### config.mk
export PLATFORM = sky130hd
export DESIGN_NAME = toq_prefix_or
export DESIGN_NICKNAME = d
export VERILOG_FILES = /design/src/hw/rtl/toq_prefix_or.sv
export SDC_FILE = /design/constraint.sdc
export NUM_CORES = 1
export LEC_CHECK = 0
export ABC_AREA = 0
export BUFFER_PORTS_ARGS = -buffer_cell sky130_fd_sc_hd__buf_4
export CAP_MARGIN = 10
export CORE_ASPECT_RATIO = 0.9
export CORE_MARGIN = 1
export CORE_UTILIZATION = 28
export DETAILED_ROUTE_END_ITERATION = 7
export GPL_TIMING_DRIVEN = 1
export PLACE_DENSITY_LB_ADDON = 0.08
export SLEW_MARGIN = 20
export SYNTH_ARGS = -nofsm -noshare
export SYNTH_HDL_FRONTEND = slang
export SYNTH_SLANG_ARGS = --single-unit
### constraint.sdc
create_clock -name vclk -period 2.4
set_input_delay 0.24 -clock vclk [all_inputs]
set_output_delay 0.24 -clock vclk [all_outputs]
set_load 0.005 [all_outputs]
### src/hw/rtl/toq_prefix_or.sv
`default_nettype none
// ----------------------------------------------------------------------------
// toq_prefix_or
// Inclusive prefix OR over the cell hit flags, log-depth tree.
// ----------------------------------------------------------------------------
module toq_prefix_or #(
  parameter int unsigned N = 64
) (
  input  wire logic [N-1:0] hit_i,
  output logic      [N-1:0] pref_o
);

  localparam int unsigned Levels = $clog2(N);

  logic [N-1:0] lvl [Levels+1];

  assign lvl[0] = hit_i;

  for (genvar l = 0; l < Levels; l++) begin : g_lvl
    for (genvar i = 0; i < N; i++) begin : g_bit
      if (i >= (1 << l)) begin : g_or
        assign lvl[l+1][i] = lvl[l][i] | lvl[l][i - (1 << l)];
      end else begin : g_pass
        assign lvl[l+1][i] = lvl[l][i];
      end
    end
  end

  assign pref_o = lvl[Levels];

endmodule
`default_nettype wire

==> results.yml <==
layout:
  multi_input_area_um2: 668.1
  n_sequential_cell: 0
  nets: 318
  seq_area_um2: 0
  area_growth_pct: 147.8
  fillers: 191
  clkbuf_count: 0
  instances_no_fill: 279
  drive_gt1_share_pct: 59.52
  diodes: 0
timing:
  hold_viol_final: 0
  setup_viol: 0
  worst_slew_pin_slew_ns: 0.4840
  timing.fmax_mhz: 430.8
  final_max_slew_viol_count: 0
  fin_crit_sh_pct: 96.72
  maxSlewHeadroom_pct: 67.44
  fin_crit_ns: 2.321
  rsz0062_at_grt: "false"
  tns_ns: 0
logic_synthesis:
  synth_area_per_cell_um2: 5.770
  mappedNetlistArea_um2: 698.2
  seq_area_frac_synth_pct: 0
  synth_cells: 121
  synth_cell_type_count: 25
  yosysWarnings: 0
  synth_nets: 185
grt:
  grt_pass1_vias: 1244
  antenna_found_initial: 0
  track_usage_pct: 22.00
  overflow: 0
  grt_start_max_net_pins: 14
  grt_pass1_wl_um: 4740
critical_path:
  crit_path_max_incr_delay_ns: 0.53
  endpoint: "pref_o[41]"
  crit_type: "input port to output port"
  end_kind: "output port"
  cp.required_ns: 2.16
  crit_buf_inv: 3
  startpoint: "hit_i[0]"
  cp.arrival_ns: 2.08
  worst-path-stages: 8
  crit_chain: "buf_4 -> or4_4 -> and4bb_2 -> buf_4 -> nand4_1 -> or2_2 -> nand3b_1 -> buf_4"
  crit_family: "simple AND/OR/NAND/NOR gates"
  crit_path_top_delay_cell: "or4_4"
  startpoint_type: "input port"
  path_max_fanout: 5
  path_common_cell: "buf_4"
floorplanning:
  core_area_um2: 2262
  chipWidth_um: 54.64
  initial_core_util_pct: 30.86
  rows: 16
  io_pins: 128
  dieHeight_um: 49.37
  die-area_um2: 2697
routing:
  first_pass_iters: 4
  totalWireLength_um: 3188
  drc: 0
  drt_iter0_markers: 9
  num_vias: 1345
  wire_per_inst_um: 11.43
  ant_nets: 0
  drt-vias-per-instance: 4.821
placed_design:
  place_congestion: 0.7069
  dp_hpwl_um: 2902
  dpl.cell_count: 279
  numPortBuffers: 128
pwr:
  peakVddDrop_mv: 0.06359
  p_per_area_nw_per_um2: 73.87
  leakage_nw: 0.7426
flow_run:
  max_cap_viol_count: 0
hold_path:
  min_path_type: "input port to output port"
status:
  status: "completed"
metrics by stage:
| step | hold WS, ns | instance area [um^2] | utilization (%) | power [W] | setup slack, ns |
|---|---|---|---|---|---|
| after global placement | 0.6695 | 1720 | 76.05 | 0.0001259 | 0.04942 |
| after global routing | 0.6852 | 1730 | 76.49 | 0.0001397 | 0.003774 |
| after CTS | 0.6698 | 1720 | 76.05 | 0.0001283 | 0.03406 |
| after floorplan | 0.5602 | 698.2 | - | 0.00002541 | 0.2192 |
| after detailed placement | 0.6700 | 1720 | 76.05 | 0.0001282 | 0.03647 |
| final | 0.6688 | 1730 | 76.49 | 0.0001278 | 0.07872 |
power breakdown:
part           internal [W]  total [W]  switching [W]  leakage [nW]
sequential                0          0              0             0
clock                     0          0              0             0
combinational     0.0000835   0.000128      0.0000443         0.743
Yosys cell counts (2+ instances only):
cell      count  area [um^2]
inv_1         6        22.52
nand3b_1      6        45.04
and2_1        2        12.51
nand3_1      10        50.05
or3_1         7        43.79
nor4b_1       2        17.52
or2_2         9        56.30
nor3_1       11        55.05
nor2_1       17        63.81
nor4_1        9        56.30
nand4_1       3        18.77
buf_2         2        10.01
nand2b_1      6        37.54
nand2_1      19        71.32
and4bb_2      2        25.02
placed cells by master (no fill, tap or decap):
cell type	n
nand4_1	3
or2_2	9
or4_1	1
buf_4	134
or3_1	7
nand3_1	10
nor3_1	11
nand2_1	19
nor2_1	17
nand4_4	1
nand2b_1	6
nor4_4	1
nor3b_4	1
and4bb_4	1
and4bb_2	1
nor4_1	9
nor3b_1	1
or2_1	1
and2_1	2
or3_4	1
nor4b_1	2
nand3b_1	6
inv_1	6
or4_4	1
nor2b_1	1
timing repair:
action,in CTS,in global routing
hold buffers,0,0
setup endpoints to repair,0,8
setup buffers,0,0
resized for setup,0,2
logic make-up after synthesis:
group | count (synthesis) | share of synthesized area [%]
simple gates | 112 | 94.27
buf+inv | 9 | 5.735
layout make-up:
class | count | area share (%)
tap | 27 | 1.952
multi-input combinational | 112 | 38.61
timing repair buffer | 134 | 58.13
inverter | 6 | 1.302
worst min-delay path by stage:
stage / slack [ns] / depth (start not counted) / start / end
3_3_place_gp: 0.67 / 2 / hit_i[0] / pref_o[0]
2_1_floorplan: 0.56 / 2 / hit_i[19] / pref_o[19]
4_1_cts: 0.67 / 2 / hit_i[0] / pref_o[0]
6_report: 0.67 / 2 / hit_i[0] / pref_o[0]
3_5_place_dp: 0.67 / 2 / hit_i[0] / pref_o[0]
5_1_grt: 0.69 / 2 / hit_i[0] / pref_o[0]
layer usage:
metal	routed length [um]	share of wire (%)	track usage, %
met1	1158	36	22.89
met5	0	0	0
met4	0	0	0.4274
met3	365	11	3.115
met2	1663	52	45.18
Note: power is estimated with default switching activity, not from simulation.
