===== src/hw/rtl/toq_pkg.sv =====
`default_nettype none
// ----------------------------------------------------------------------------
// toq_pkg
// Types and codes shared by the time-ordered event queue and its cells.
// ----------------------------------------------------------------------------
package toq_pkg;

  localparam int unsigned TimeW   = 48;
  localparam int unsigned TypeW   = 8;
  localparam int unsigned TagW    = 16;
  localparam int unsigned ActionW = 2;
  localparam int unsigned StatusW = 2;
  localparam int unsigned OccW    = 7;

  localparam logic [ActionW-1:0] ACT_INSERT = 2'd0;
  localparam logic [ActionW-1:0] ACT_PEEK   = 2'd1;
  localparam logic [ActionW-1:0] ACT_REMOVE = 2'd2;

  localparam logic [StatusW-1:0] ST_OK   = 2'd0;
  localparam logic [StatusW-1:0] ST_FULL = 2'd1;
  localparam logic [StatusW-1:0] ST_MISS = 2'd2;

  typedef struct packed {
    logic [ActionW-1:0] action;
    logic [TimeW-1:0]   event_time;
    logic [TypeW-1:0]   event_type;
    logic [TagW-1:0]    event_tag;
  } req_t;

  typedef struct packed {
    logic [StatusW-1:0] status;
    logic               head_valid;
    logic [TimeW-1:0]   head_time;
    logic [TypeW-1:0]   head_type;
    logic [TagW-1:0]    head_tag;
    logic [OccW-1:0]    occupancy;
  } res_t;

  typedef struct packed {
    logic [TimeW-1:0] ev_time;
    logic [TypeW-1:0] ev_type;
    logic [TagW-1:0]  ev_tag;
  } entry_t;

  // broadcast to every cell of the chain
  typedef struct packed {
    logic   ins;
    logic   rem;
    entry_t entry;
  } cmd_t;

endpackage
`default_nettype wire


===== src/hw/rtl/toq_cell.sv =====
`default_nettype none
// ----------------------------------------------------------------------------
// toq_cell
// One slot of the sorted chain: compares against the broadcast item and
// takes its own, its left or its right neighbour's entry.
// ----------------------------------------------------------------------------
module toq_cell (
  input  wire logic            clk_i,
  input  wire toq_pkg::cmd_t   cmd_i,
  input  wire logic            occupied_i,
  input  wire logic            left_keep_i,
  input  wire logic            shift_i,
  input  wire toq_pkg::entry_t left_i,
  input  wire toq_pkg::entry_t right_i,
  output logic                 keep_o,
  output logic                 hit_o,
  output toq_pkg::entry_t      entry_o
);

  toq_pkg::entry_t entry_q, entry_d;

  // equal times stay ahead of the new item
  assign keep_o  = occupied_i && (entry_q.ev_time <= cmd_i.entry.ev_time);
  assign hit_o   = occupied_i && (entry_q.ev_tag == cmd_i.entry.ev_tag);
  assign entry_o = entry_q;

  always_comb begin
    entry_d = entry_q;
    if (cmd_i.ins) begin
      if (!keep_o) begin
        entry_d = left_keep_i ? cmd_i.entry : left_i;
      end
    end else if (cmd_i.rem) begin
      if (shift_i) begin
        entry_d = right_i;
      end
    end
  end

  always_ff @(posedge clk_i) begin
    entry_q <= entry_d;
  end

endmodule
`default_nettype wire


===== config.mk =====
export PLATFORM = sky130hd
export DESIGN_NAME = toq_cell
export DESIGN_NICKNAME = d
export VERILOG_FILES = /design/src/hw/rtl/toq_pkg.sv /design/src/hw/rtl/toq_cell.sv
export SDC_FILE = /design/constraint.sdc
export NUM_CORES = 1
export LEC_CHECK = 0
export BUFFER_PORTS_ARGS = -buffer_cell sky130_fd_sc_hd__buf_2
export CAP_MARGIN = 20
export CORE_MARGIN = 2
export CORE_UTILIZATION = 40
export CTS_CLUSTER_DIAMETER = 150
export DETAILED_ROUTE_END_ITERATION = 10
export HOLD_SLACK_MARGIN = 0.05
export PLACE_DENSITY = 0.74
export RECOVER_POWER = 25
export SYNTH_ARGS = -nofsm -noshare
export SYNTH_HDL_FRONTEND = slang
export SYNTH_SLANG_ARGS = --single-unit

===== constraint.sdc =====
create_clock -name clk_i -period 13.2 [get_ports clk_i]
set_input_delay 1.32 -clock clk_i [delete_from_list [all_inputs] [get_ports clk_i]]
set_output_delay 1.32 -clock clk_i [all_outputs]
set_load 0.03 [all_outputs]

==> metrics.txt, run 1 <==
slowest cell on the critical path=a211oi_1; Overflow after GRT=0; vias per std cell=4.87; Placed Area=0.00670 sq mm; leading area contributor after synthesis=edfxtp_1; htree depth=3; Unique masters post-synth=35; Synth Area in Adders=11.9%; CP Class=input pin to output pin; Die Footprint=0.0136 sq mm; synth cell count leaders=95 x a21oi_1, 75 x nor2_1, 72 x edfxtp_1, 72 x mux2i_1; Core Box Area=0.0125 sq mm; area taken by multi-input logic gates=0.00264 sq mm; crit-path cells=buf_2 > inv_1 > ha_1 > a21oi_1 > o21ai_0 > a221oi_1 > o211ai_1 > a211oi_1 > a31o_1 > buf_2; Final Cycle Share=35.6%; # diodes=0; setup bufs post-CTS=0; CTS tree=done; nets=1069; asr flop ratio synth=0%; die height=116 um; mux cell area share after synthesis=14.2%; pre-CTS setup slack=8.52 ns; post-synthesis compound-gate area fraction=11.9%; fmax=0.213 GHz; endpoint class of the critical path=output pin; Syn Nets=784; CP max FO=2; Finish-stage setup viols=0; Top-Level Pins=296; number of port buffers=295; main area contributors after synthesis=edfxtp_1 43%, mux2i_1 14%, ha_1 12%, a21oi_1 9.4%, nor2_1 5.6%; clock power share=33.5%; synthesized area per cell=9.84 sq um; Slew @ Worst Pin=0.800 ns; Wirelength per Cell=14.8 um; max reg flops=72; clock latency at the later pin of the worst-skew pair=0.34 ns; routability cong.=0.841; NetSw=0.000231 W; WP data arrival=3.38 ns; combinational cell fraction of total power=27.4%; synthesized cell area=0.00506 sq mm; total number of vias=4753; Max clock buf depth=2; Power Total=0.000753 W; Iteration-0 DRC Markers=132; Fin. Hold Viols=0; Post-Syn Instances=514; max_cap viols=0; share of layout cells above drive strength 1=32.6%; most frequent CP cell=buf_2; relative slew slack=46.6%; # resized after CTS=0; Seq/Total Area, Yosys=42.7%; fin area=0.00693 sq mm; top cell family by delay on the critical path=compound AO/OA/AOI/OAI gates; Final Skew=0.00690 ns; global-route wire length before repair=21.4 mm; # DRC=0; P per Cell Area=109 mW/mm^2; top_reg_cell synth=edfxtp_1; setup TNS=0 ns; worst setup margin=8.50 ns; Period minus WS final=4.70 ns; row count=41; Sequential Power Share=39.1%; sequential cell area=0.00216 sq mm; Clk Tree Root Cell=clkbuf_16; Slew Limit Fails=0; unrepaired setup endpoints after global routing=false; cts bufs inserted=9; Synth Area in XOR/XNOR=2.77%; leakage=3.36 nW; Initial Utilization=40.6%; max incr delay on CP=0.46 ns; CP startpoint kind=input pin; remaining antenna violation count after routing=0; crit path buf inv count=3; Pint=0.000522 W; switching portion of total power=30.7%; outcome=complete, no violations; Die Wd=116 um; final wirelength=14.4 mm; vias in the first global route=4588; VDD IR max=0.0800 mV; Worst-path clk slew=0.06 ns; fill count=1218; Critical Path RT=11.88 ns; EDFF count, synth=72; simple-gate share of the synthesized area=10.9%; worst min path class=input pin to register; clk sinks=72; most numerous cell in the Yosys netlist=a21oi_1; DPL Wire Length=11.4 mm; Yosys warnings=0; DRT Pass-1 Iters=4; Total GRT Usage=20.6%; largest net degree at the start of global routing=82; Seq cells post-synth=72; Yosys top cell area share=42.7%; CTS Hold Bufs=0; Syn-to-layout area delta=37.0%; initial antenna violation count=1; largest family of logic cells by synthesized area=multiplexers
==> power groups by stage <==
stage | clock network (W) | registers [W] | logic (W)
6_report | 0.000252 | 0.000295 | 0.000207
5_1_grt | 0.000269 | 0.000297 | 0.000229
4_1_cts | 0.000260 | 0.000294 | 0.000214
3_5_place_dp | 0 | 0.000299 | 0.000213
3_3_place_gp | 0 | 0.000298 | 0.000210
2_1_floorplan | 0 | 0.000345 | 0.0000865
==> kinds of logic (layout without fill, tap and decap cells) <==
logic type	Yosys count	count (layout)
simple gates	120	120
compound gates	114	114
mux	72	72
flops	72	72
buf+inv	72	361
fa+ha+maj	48	48
xor+xnor	16	16
==> final cells by class <==
cell class,count,area share (%)
timing repair buffer,298,20.7
clock buffer,10,3.30
inverter,48,2.60
multi-input combinational,370,38.0
tap,172,3.10
sequential,72,31.2
clock inverter,5,1.05
==> layer usage <==
metal | track usage [%] | wire, um | up-vias
met2 | 38.1 | 7300 | 193
met5 | 0 | 0 | -
met4 | 7.62 | 311 | 0
met1 | 21.8 | 5610 | 2110
met3 | 6.69 | 1160 | 25
li1 | - | - | 2425
==> worst paths after layout <==
| path | cells after the start | slack [ns] | start | to |
|---|---|---|---|---|
| max | 10 | 8.50 | cmd_i[31] | keep_o |
| min reg2reg | 5 | 1.31 | entry_o[26]$_DFFE_PP_ | entry_o[69]$_DFFE_PP_ |
| min | 3 | 1.30 | right_i[15] | entry_o[15]$_DFFE_PP_ |
| max reg2reg | 8 | 9.65 | entry_o[67]$_DFFE_PP_ | entry_o[4]$_DFFE_PP_ |
==> metrics by stage <==
stage,util [%],instances,hold slack [ns]
6_report,55.6,975,1.30
2_1_floorplan,-,514,1.55
3_3_place_gp,53.7,960,1.31
3_5_place_dp,53.7,960,1.31
4_1_cts,56.2,975,1.28
5_1_grt,55.6,975,1.29
==> placed cells by master, fill, tap and decap left out, types with 2 or more instances in the layout <==
master     netlist  final
clkbuf_1         8     55
nand4_1         13     13
a211oi_1         2      2
mux2i_1         72     72
bufinv_16        0      2
clkinv_1         0      2
a21oi_1         95     95
edfxtp_1        72     72
xnor2_1         12     12
o21ai_0          7      7
nand2_1         13     13
nand3_1          5      5
nand2b_1         2      2
o211ai_1         2      2
nor4_1           3      3
ha_1            48     48
nor2_1          75     75
clkbuf_16        0      9
inv_1           48     48
xor2_1           4      4
a21o_1           2      2
buf_4            0      5
buf_2            7    239
==> tightest hold or removal path: stages <==
cell	delay [ns]
buf_2	0.07
nor2_1	0.03
a21oi_1	0.09
Power figures use the tool's default switching activity.
==> run 2: changes to the inputs <==
--- a/config.mk
+++ b/config.mk
@@ -12,7 +12,7 @@
 export CTS_CLUSTER_DIAMETER = 150
 export DETAILED_ROUTE_END_ITERATION = 10
 export HOLD_SLACK_MARGIN = 0.05
-export PLACE_DENSITY = 0.74
+export PLACE_DENSITY = 0.77
 export RECOVER_POWER = 25
 export SYNTH_ARGS = -nofsm -noshare
 export SYNTH_HDL_FRONTEND = slang
==> constraint.sdc (replaced) <==
create_clock -name clk_i -period 4 [get_ports clk_i]
set_input_delay 0.4 -clock clk_i [delete_from_list [all_inputs] [get_ports clk_i]]
set_output_delay 0.4 -clock clk_i [all_outputs]
set_load 0.03 [all_outputs]
==> run 2 against run 1 <==
Compared with the run above:
- clock power grew to 3.6 times the previous value
- via count is 1.2% higher
- clock skew decreased by 0.00057 ns
- critical path depth fell by 2
- combinational power rose to 3.3 times the previous value
- routed wire length is 3.2% lower
- core utilization grew 0.43 points
- cell count rose by 0.21%
- worst hold slack got worse by 0.91 ns
- global-route usage fell by 0.85 points
- register-to-register slack got worse by 8.6 ns
- first-iteration DRC count increased by 9.8%
- critical path type is now register to output pin
- largest cell class unchanged
- largest power group unchanged
==> metrics.txt, run 2 (same netlist as run 1, synthesis figures left out) <==
Critical Path RT=3.60 ns (-8.28 ns); setup bufs post-CTS=0 (unchanged); fmax=0.323 GHz; # resized after CTS=0 (unchanged); relative slew slack=41.4% (-5.3 points); cts bufs inserted=9 (unchanged); reg2reg start=entry_o[59]$_DFFE_PP_; crit-path cells=ha_1 > a21oi_1 > o21ai_0 > a221oi_1 > o211ai_1 > a211oi_1 > a31o_1 > buf_2; WL met3=1.13 mm (-3.3%); die height=116 um (unchanged); Finish-stage setup viols=0 (unchanged); share of layout cells above drive strength 1=32.9% (+0.29 points); htree depth=3 (unchanged); WL met1=5.50 mm (-1.9%); CTS Hold Bufs=0 (unchanged); global-route wire length before repair=20.7 mm (-2.9%); Period minus WS final=3.09 ns; Top-Level Pins=296 (unchanged); worst min path class=input pin to register; Die Footprint=0.0136 sq mm (unchanged); max incr delay on CP=0.49 ns (+0.03 ns); P per Cell Area=366 mW/mm^2 (+240%); total number of vias=4809 (+1.2%); setup TNS=0 ns (unchanged); WP depth=8 (-2); final wirelength=13.9 mm (-3.2%); Fin. Hold Viols=0 (unchanged); CP max FO=2 (unchanged); clock latency at the later pin of the worst-skew pair=0.33 ns (about the same); VDD IR max=0.202 mV (+150%); nets=1070 (+0.094%); routability cong.=0.832 (-1.1%); endpoint class of the critical path=output pin; met2 routed WL=6.93 mm (-5.1%); WP data arrival=2.69 ns (-0.69 ns); Max clock buf depth=2 (unchanged); hold path depth=3 (unchanged); unrepaired setup endpoints after global routing=false; most frequent cells in the layout=239 x buf_2, 95 x a21oi_1, 75 x nor2_1; top cell family by delay on the critical path=compound AO/OA/AOI/OAI gates; initial antenna violation count=0 (-1); reg-to-reg critical path endpoint=entry_o[64]$_DFFE_PP_; Total GRT Usage=19.8% (-0.85 points); slowest cell on the critical path=a211oi_1; Final Cycle Share=77.4%; max_cap viols=0 (unchanged); Slew Limit Fails=0 (unchanged); Core Box Area=0.0125 sq mm (unchanged); vias per std cell=4.92 (+0.97%); Die Wd=116 um (unchanged); clk sinks=72 (unchanged); highest routed layer=met4; # DRC=0 (unchanged); Clk Tree Root Cell=clkbuf_16; most common cell after layout, fill and taps aside=buf_2; DPL Wire Length=11.2 mm (-1.6%); CP startpoint kind=register; Final Skew=0.00633 ns (-0.000566 ns); Wirelength per Cell=14.2 um (-3.4%); leakage=3.38 nW (+0.67%); Slew @ Worst Pin=0.879 ns (+0.0788 ns); reg-to-reg slack, setup=1.06 ns (-8.59 ns); row count=41 (unchanged); DRT Pass-1 Iters=4 (unchanged); Syn-to-layout area delta=38.1%; CP Class=register to output pin; pre-CTS setup slack=0.945 ns (-7.57 ns); CTS tree=done; worst setup margin=0.905 ns (-7.59 ns); fill count=1188 (-2.5%); crit path buf inv count=1 (-2); worst reg2reg path depth=8 (unchanged); remaining antenna violation count after routing=0 (unchanged); vias in the first global route=4618 (+0.65%); Placed Area=0.00672 sq mm (+0.30%); Hold Path Origin=right_i[29]; Initial Utilization=40.6% (unchanged); Overflow after GRT=0 (unchanged); Endpoint, Worst Hold=entry_o[29]$_DFFE_PP_; # diodes=0 (unchanged); max reg flops=72 (unchanged); Worst-path clk slew=0.06 ns (about the same); Power Total=0.00256 W (+240%); Iteration-0 DRC Markers=145 (+9.8%); largest net degree at the start of global routing=90 (+9.8%); fin area=0.00699 sq mm (+0.78%); outcome=complete, no violations; number of port buffers=295 (unchanged)
[run 2: cell types whose count changed in the layout (fill, tap and decap cells not counted), sizes merged]
cell      delta
clkinvlp     +1
clkbuf       -1
buf          +1
bufinv       +1
[run 2: worst max path at each step]
stage	start	end
final	entry_o[31]$_DFFE_PP_	keep_o
after floorplan	entry_o[59]$_DFFE_PP_	entry_o[0]$_DFFE_PP_
after global routing	entry_o[29]$_DFFE_PP_	keep_o
after detailed placement	cmd_i[59]	entry_o[7]$_DFFE_PP_
after global placement	cmd_i[59]	entry_o[5]$_DFFE_PP_
after CTS	entry_o[31]$_DFFE_PP_	keep_o
[run 2: cell type report]
cell class / instances / area [sq um] / area share [%]
timing repair buffer: 299 / 1460 / 20.8
clock buffer: 9 / 225 / 3.22
inverter: 48 / 180 / 2.58
clock inverter: 7 / 110 / 1.58
multi-input combinational: 370 / 2640 / 37.8
sequential: 72 / 2160 / 30.9
tap: 172 / 215 / 3.08
[run 2: worst min-delay path, delay by kind of cell]
kind                   cells  cell delay, ns
AO/OA/AOI/OAI              1            0.09
buffers and inverters      1            0.07
AND/OR/NAND/NOR            1            0.03
[run 2: power breakdown]
part / switching [W] / internal [W] / leakage (nW) / total [W]
Combinational: 0.000426 / 0.000258 / 2.53 / 0.000684
Sequential: 0.0000401 / 0.000931 / 0.697 / 0.000971
Clock: 0.000301 / 0.000603 / 0.161 / 0.000904
[run 2: through the flow]
step,instances,hold WS [ns],utilization [%]
6_report,977,0.390,56.0
5_1_grt,977,0.396,56.0
4_1_cts,977,0.376,56.6
3_5_place_dp,961,0.722,53.9
3_3_place_gp,961,0.717,53.9
2_1_floorplan,514,0.626,-
[run 2: per-layer routing]
metal  global-route usage (%)  up-vias
met5                        0        -
met4                     8.49        0
met3                     4.83       26
met2                     35.3      192
met1                     22.4     2152
li1                         -     2439
==> run 3: changes to the inputs <==
==> constraint.sdc (replaced) <==
create_clock -name clk_i -period 2.77 [get_ports clk_i]
set_input_delay 0.277 -clock clk_i [delete_from_list [all_inputs] [get_ports clk_i]]
set_output_delay 0.277 -clock clk_i [all_outputs]
set_load 0.03 [all_outputs]
==> run 3 against run 2 <==
Compared with the run above:
- the run now ends with capacitance limit, slew limit, setup timing left
- first-iteration DRC count is 7.6% lower
- power is 45% higher
- combinational power is 61% higher
- routed wire length is 5.3% higher
- design area is 4.4% higher
- core utilization is 2.5 points higher
- largest cell class unchanged
==> metrics.txt, run 3 (same netlist as run 1, synthesis figures left out) <==
outcome=finished with violations; failing checks=capacitance limit, slew limit, setup timing; Initial Utilization=40.6% (unchanged); relative slew slack=-56.1% (-97 points); # DRC=0 (unchanged); Iteration-0 DRC Markers=134 (-7.6%); clk sinks=72 (unchanged); initial antenna violation count=0 (unchanged); Worst-path clk slew=0.06 ns (about the same); hold path depth=3 (unchanged); most frequent cells in the layout=273 x buf_2, 95 x a21oi_1, 75 x nor2_1; worst reg2reg path depth=10 (+2); worst min path class=input pin to register; DRT Pass-1 Iters=4 (unchanged); Placed Area=0.00680 sq mm (+1.2%); met2 routed WL=7.32 mm (+5.6%); Wirelength per Cell=14.8 um (+4.0%); CP max FO=3 (+1); fin area=0.00729 sq mm (+4.4%); final core utilization=58.5% (+2.5 points); most common cell after layout, fill and taps aside=buf_2; final wirelength=14.7 mm (+5.3%); # diodes=0 (unchanged); max_cap viols=1 (+1); Finish-stage setup viols=66 (+66); die height=116 um (unchanged); share of layout cells above drive strength 1=39.7% (+6.7 points); Slew @ Worst Pin=2.34 ns (+1.46 ns); Die Footprint=0.0136 sq mm (unchanged); Clk Tree Root Cell=clkbuf_16; Slew Limit Fails=73 (+73); CP startpoint kind=register; WP data arrival=2.52 ns (-0.17 ns); Overflow after GRT=0 (unchanged); WL met1=5.98 mm (+8.7%); htree depth=3 (unchanged); clock latency at the later pin of the worst-skew pair=0.32 ns (about the same); global-route wire length before repair=21.4 mm (+2.9%); total number of vias=4832 (+0.48%); Period minus WS final=2.80 ns; VDD IR max=0.300 mV (+48%); vias per std cell=4.89 (-0.74%); reg-to-reg slack, setup=-0.03 ns (-1.09 ns); P per Cell Area=511 mW/mm^2 (+39%); Top-Level Pins=296 (unchanged); Syn-to-layout area delta=44.1%; endpoint class of the critical path=output pin; DPL Wire Length=11.5 mm (+2.0%); max reg flops=72 (unchanged); leakage=3.55 nW (+5.0%); Die Wd=116 um (unchanged); Critical Path RT=2.49 ns (-1.11 ns); CTS tree=done; remaining antenna violation count after routing=0 (unchanged); Hold Path Origin=right_i[61]; highest routed layer=met4; vias in the first global route=4560 (-1.3%); nets=1082 (+1.1%); cts bufs inserted=9 (unchanged); unrepaired setup endpoints after global routing=true; routability cong.=0.815 (-2.0%); fmax=0.357 GHz; Total GRT Usage=20.4% (+0.65 points); Endpoint, Worst Hold=entry_o[61]$_DFFE_PP_; Core Box Area=0.0125 sq mm (unchanged); worst setup margin=-0.0286 ns (-0.934 ns); reg-to-reg critical path endpoint=entry_o[38]$_DFFE_PP_; CP Class=register to output pin; reg2reg start=entry_o[35]$_DFFE_PP_; Max clock buf depth=2 (unchanged); Final Cycle Share=101%; row count=41 (unchanged); Final Skew=0.00789 ns (+0.00156 ns); Fin. Hold Viols=0 (unchanged); largest net degree at the start of global routing=73 (-19%); WL met3=1.04 mm (-7.2%); number of port buffers=295 (unchanged)
==> run 3: cell types whose count changed in the layout (fill, tap and decap cells not counted), sizes merged <==
cell / change
clkinv: -1
clkinvlp: +1
bufinv: -1
buf: +44
clkbuf: -31
==> run 3: routing by layer <==
layer	global-route usage (%)	vias to the layer above
li1	-	2467
met5	0	-
met2	37.1	207
met1	24.0	2134
met3	4.00	24
met4	7.22	0
==> run 3: worst max-delay path, stage by stage (launching register included) <==
cell	delay, ns
edfxtp_1	0.43
ha_4	0.31
nand4_1	0.12
or4_4	0.51
a21o_1	0.18
o211ai_1	0.15
a211oi_2	0.13
a31o_1	0.23
buf_6	0.15
==> run 3: power breakdown <==
group	leakage (nW)	switching, W	internal [W]
registers	0.697	0.0000609	0.00134
clock network	0.146	0.000434	0.000784
logic	2.71	0.000646	0.000456
==> run 3: timing repair <==
item / in CTS / in global routing
pin swaps: 3 / 4
buffers inserted: 4 / 2
gates resized for setup: 7 / 8
gates cloned: 1 / 2
setup endpoints to repair: 67 / 73
hold buffers: 0 / 0
==> run 3: worst max-delay path by stage <==
stage | start | to | slack [ns] | cells past startpoint
2_1_floorplan | entry_o[58]$_DFFE_PP_ | entry_o[0]$_DFFE_PP_ | -0.89 | 7
3_3_place_gp | cmd_i[33] | entry_o[6]$_DFFE_PP_ | -0.002 | 10
5_1_grt | entry_o[35]$_DFFE_PP_ | entry_o[14]$_DFFE_PP_ | -0.14 | 10
3_5_place_dp | cmd_i[34] | entry_o[65]$_DFFE_PP_ | -0.04 | 10
4_1_cts | entry_o[33]$_DFFE_PP_ | entry_o[7]$_DFFE_PP_ | -0.06 | 10
6_report | entry_o[35]$_DFFE_PP_ | keep_o | -0.03 | 8
==> run 3: layout make-up <==
cell class | instances | area (sq um)
Timing Repair Buffer | 311 | 1670
Clock inverter | 6 | 83.8
Tap cell | 172 | 215
Inverter | 48 | 180
Clock buffer | 10 | 229
Sequential cell | 72 | 2160
Multi-Input combinational cell | 370 | 2750
Fill cell | 1160 | 5170
==> run 3: stage by stage <==
stage	hold slack (ns)	setup slack, ns	TNS, ns	instances	power (W)
finish	0.272	-0.0286	-0.892	989	0.00372
global route	0.277	-0.142	-9.41	989	0.00392
CTS	0.262	-0.0572	-1.70	985	0.00373
detailed placement	0.601	-0.0352	-1.89	964	0.00246
global placement	0.594	-0.00189	-0.0160	964	0.00244
floorplan	0.503	-0.887	-63.88	514	0.00205
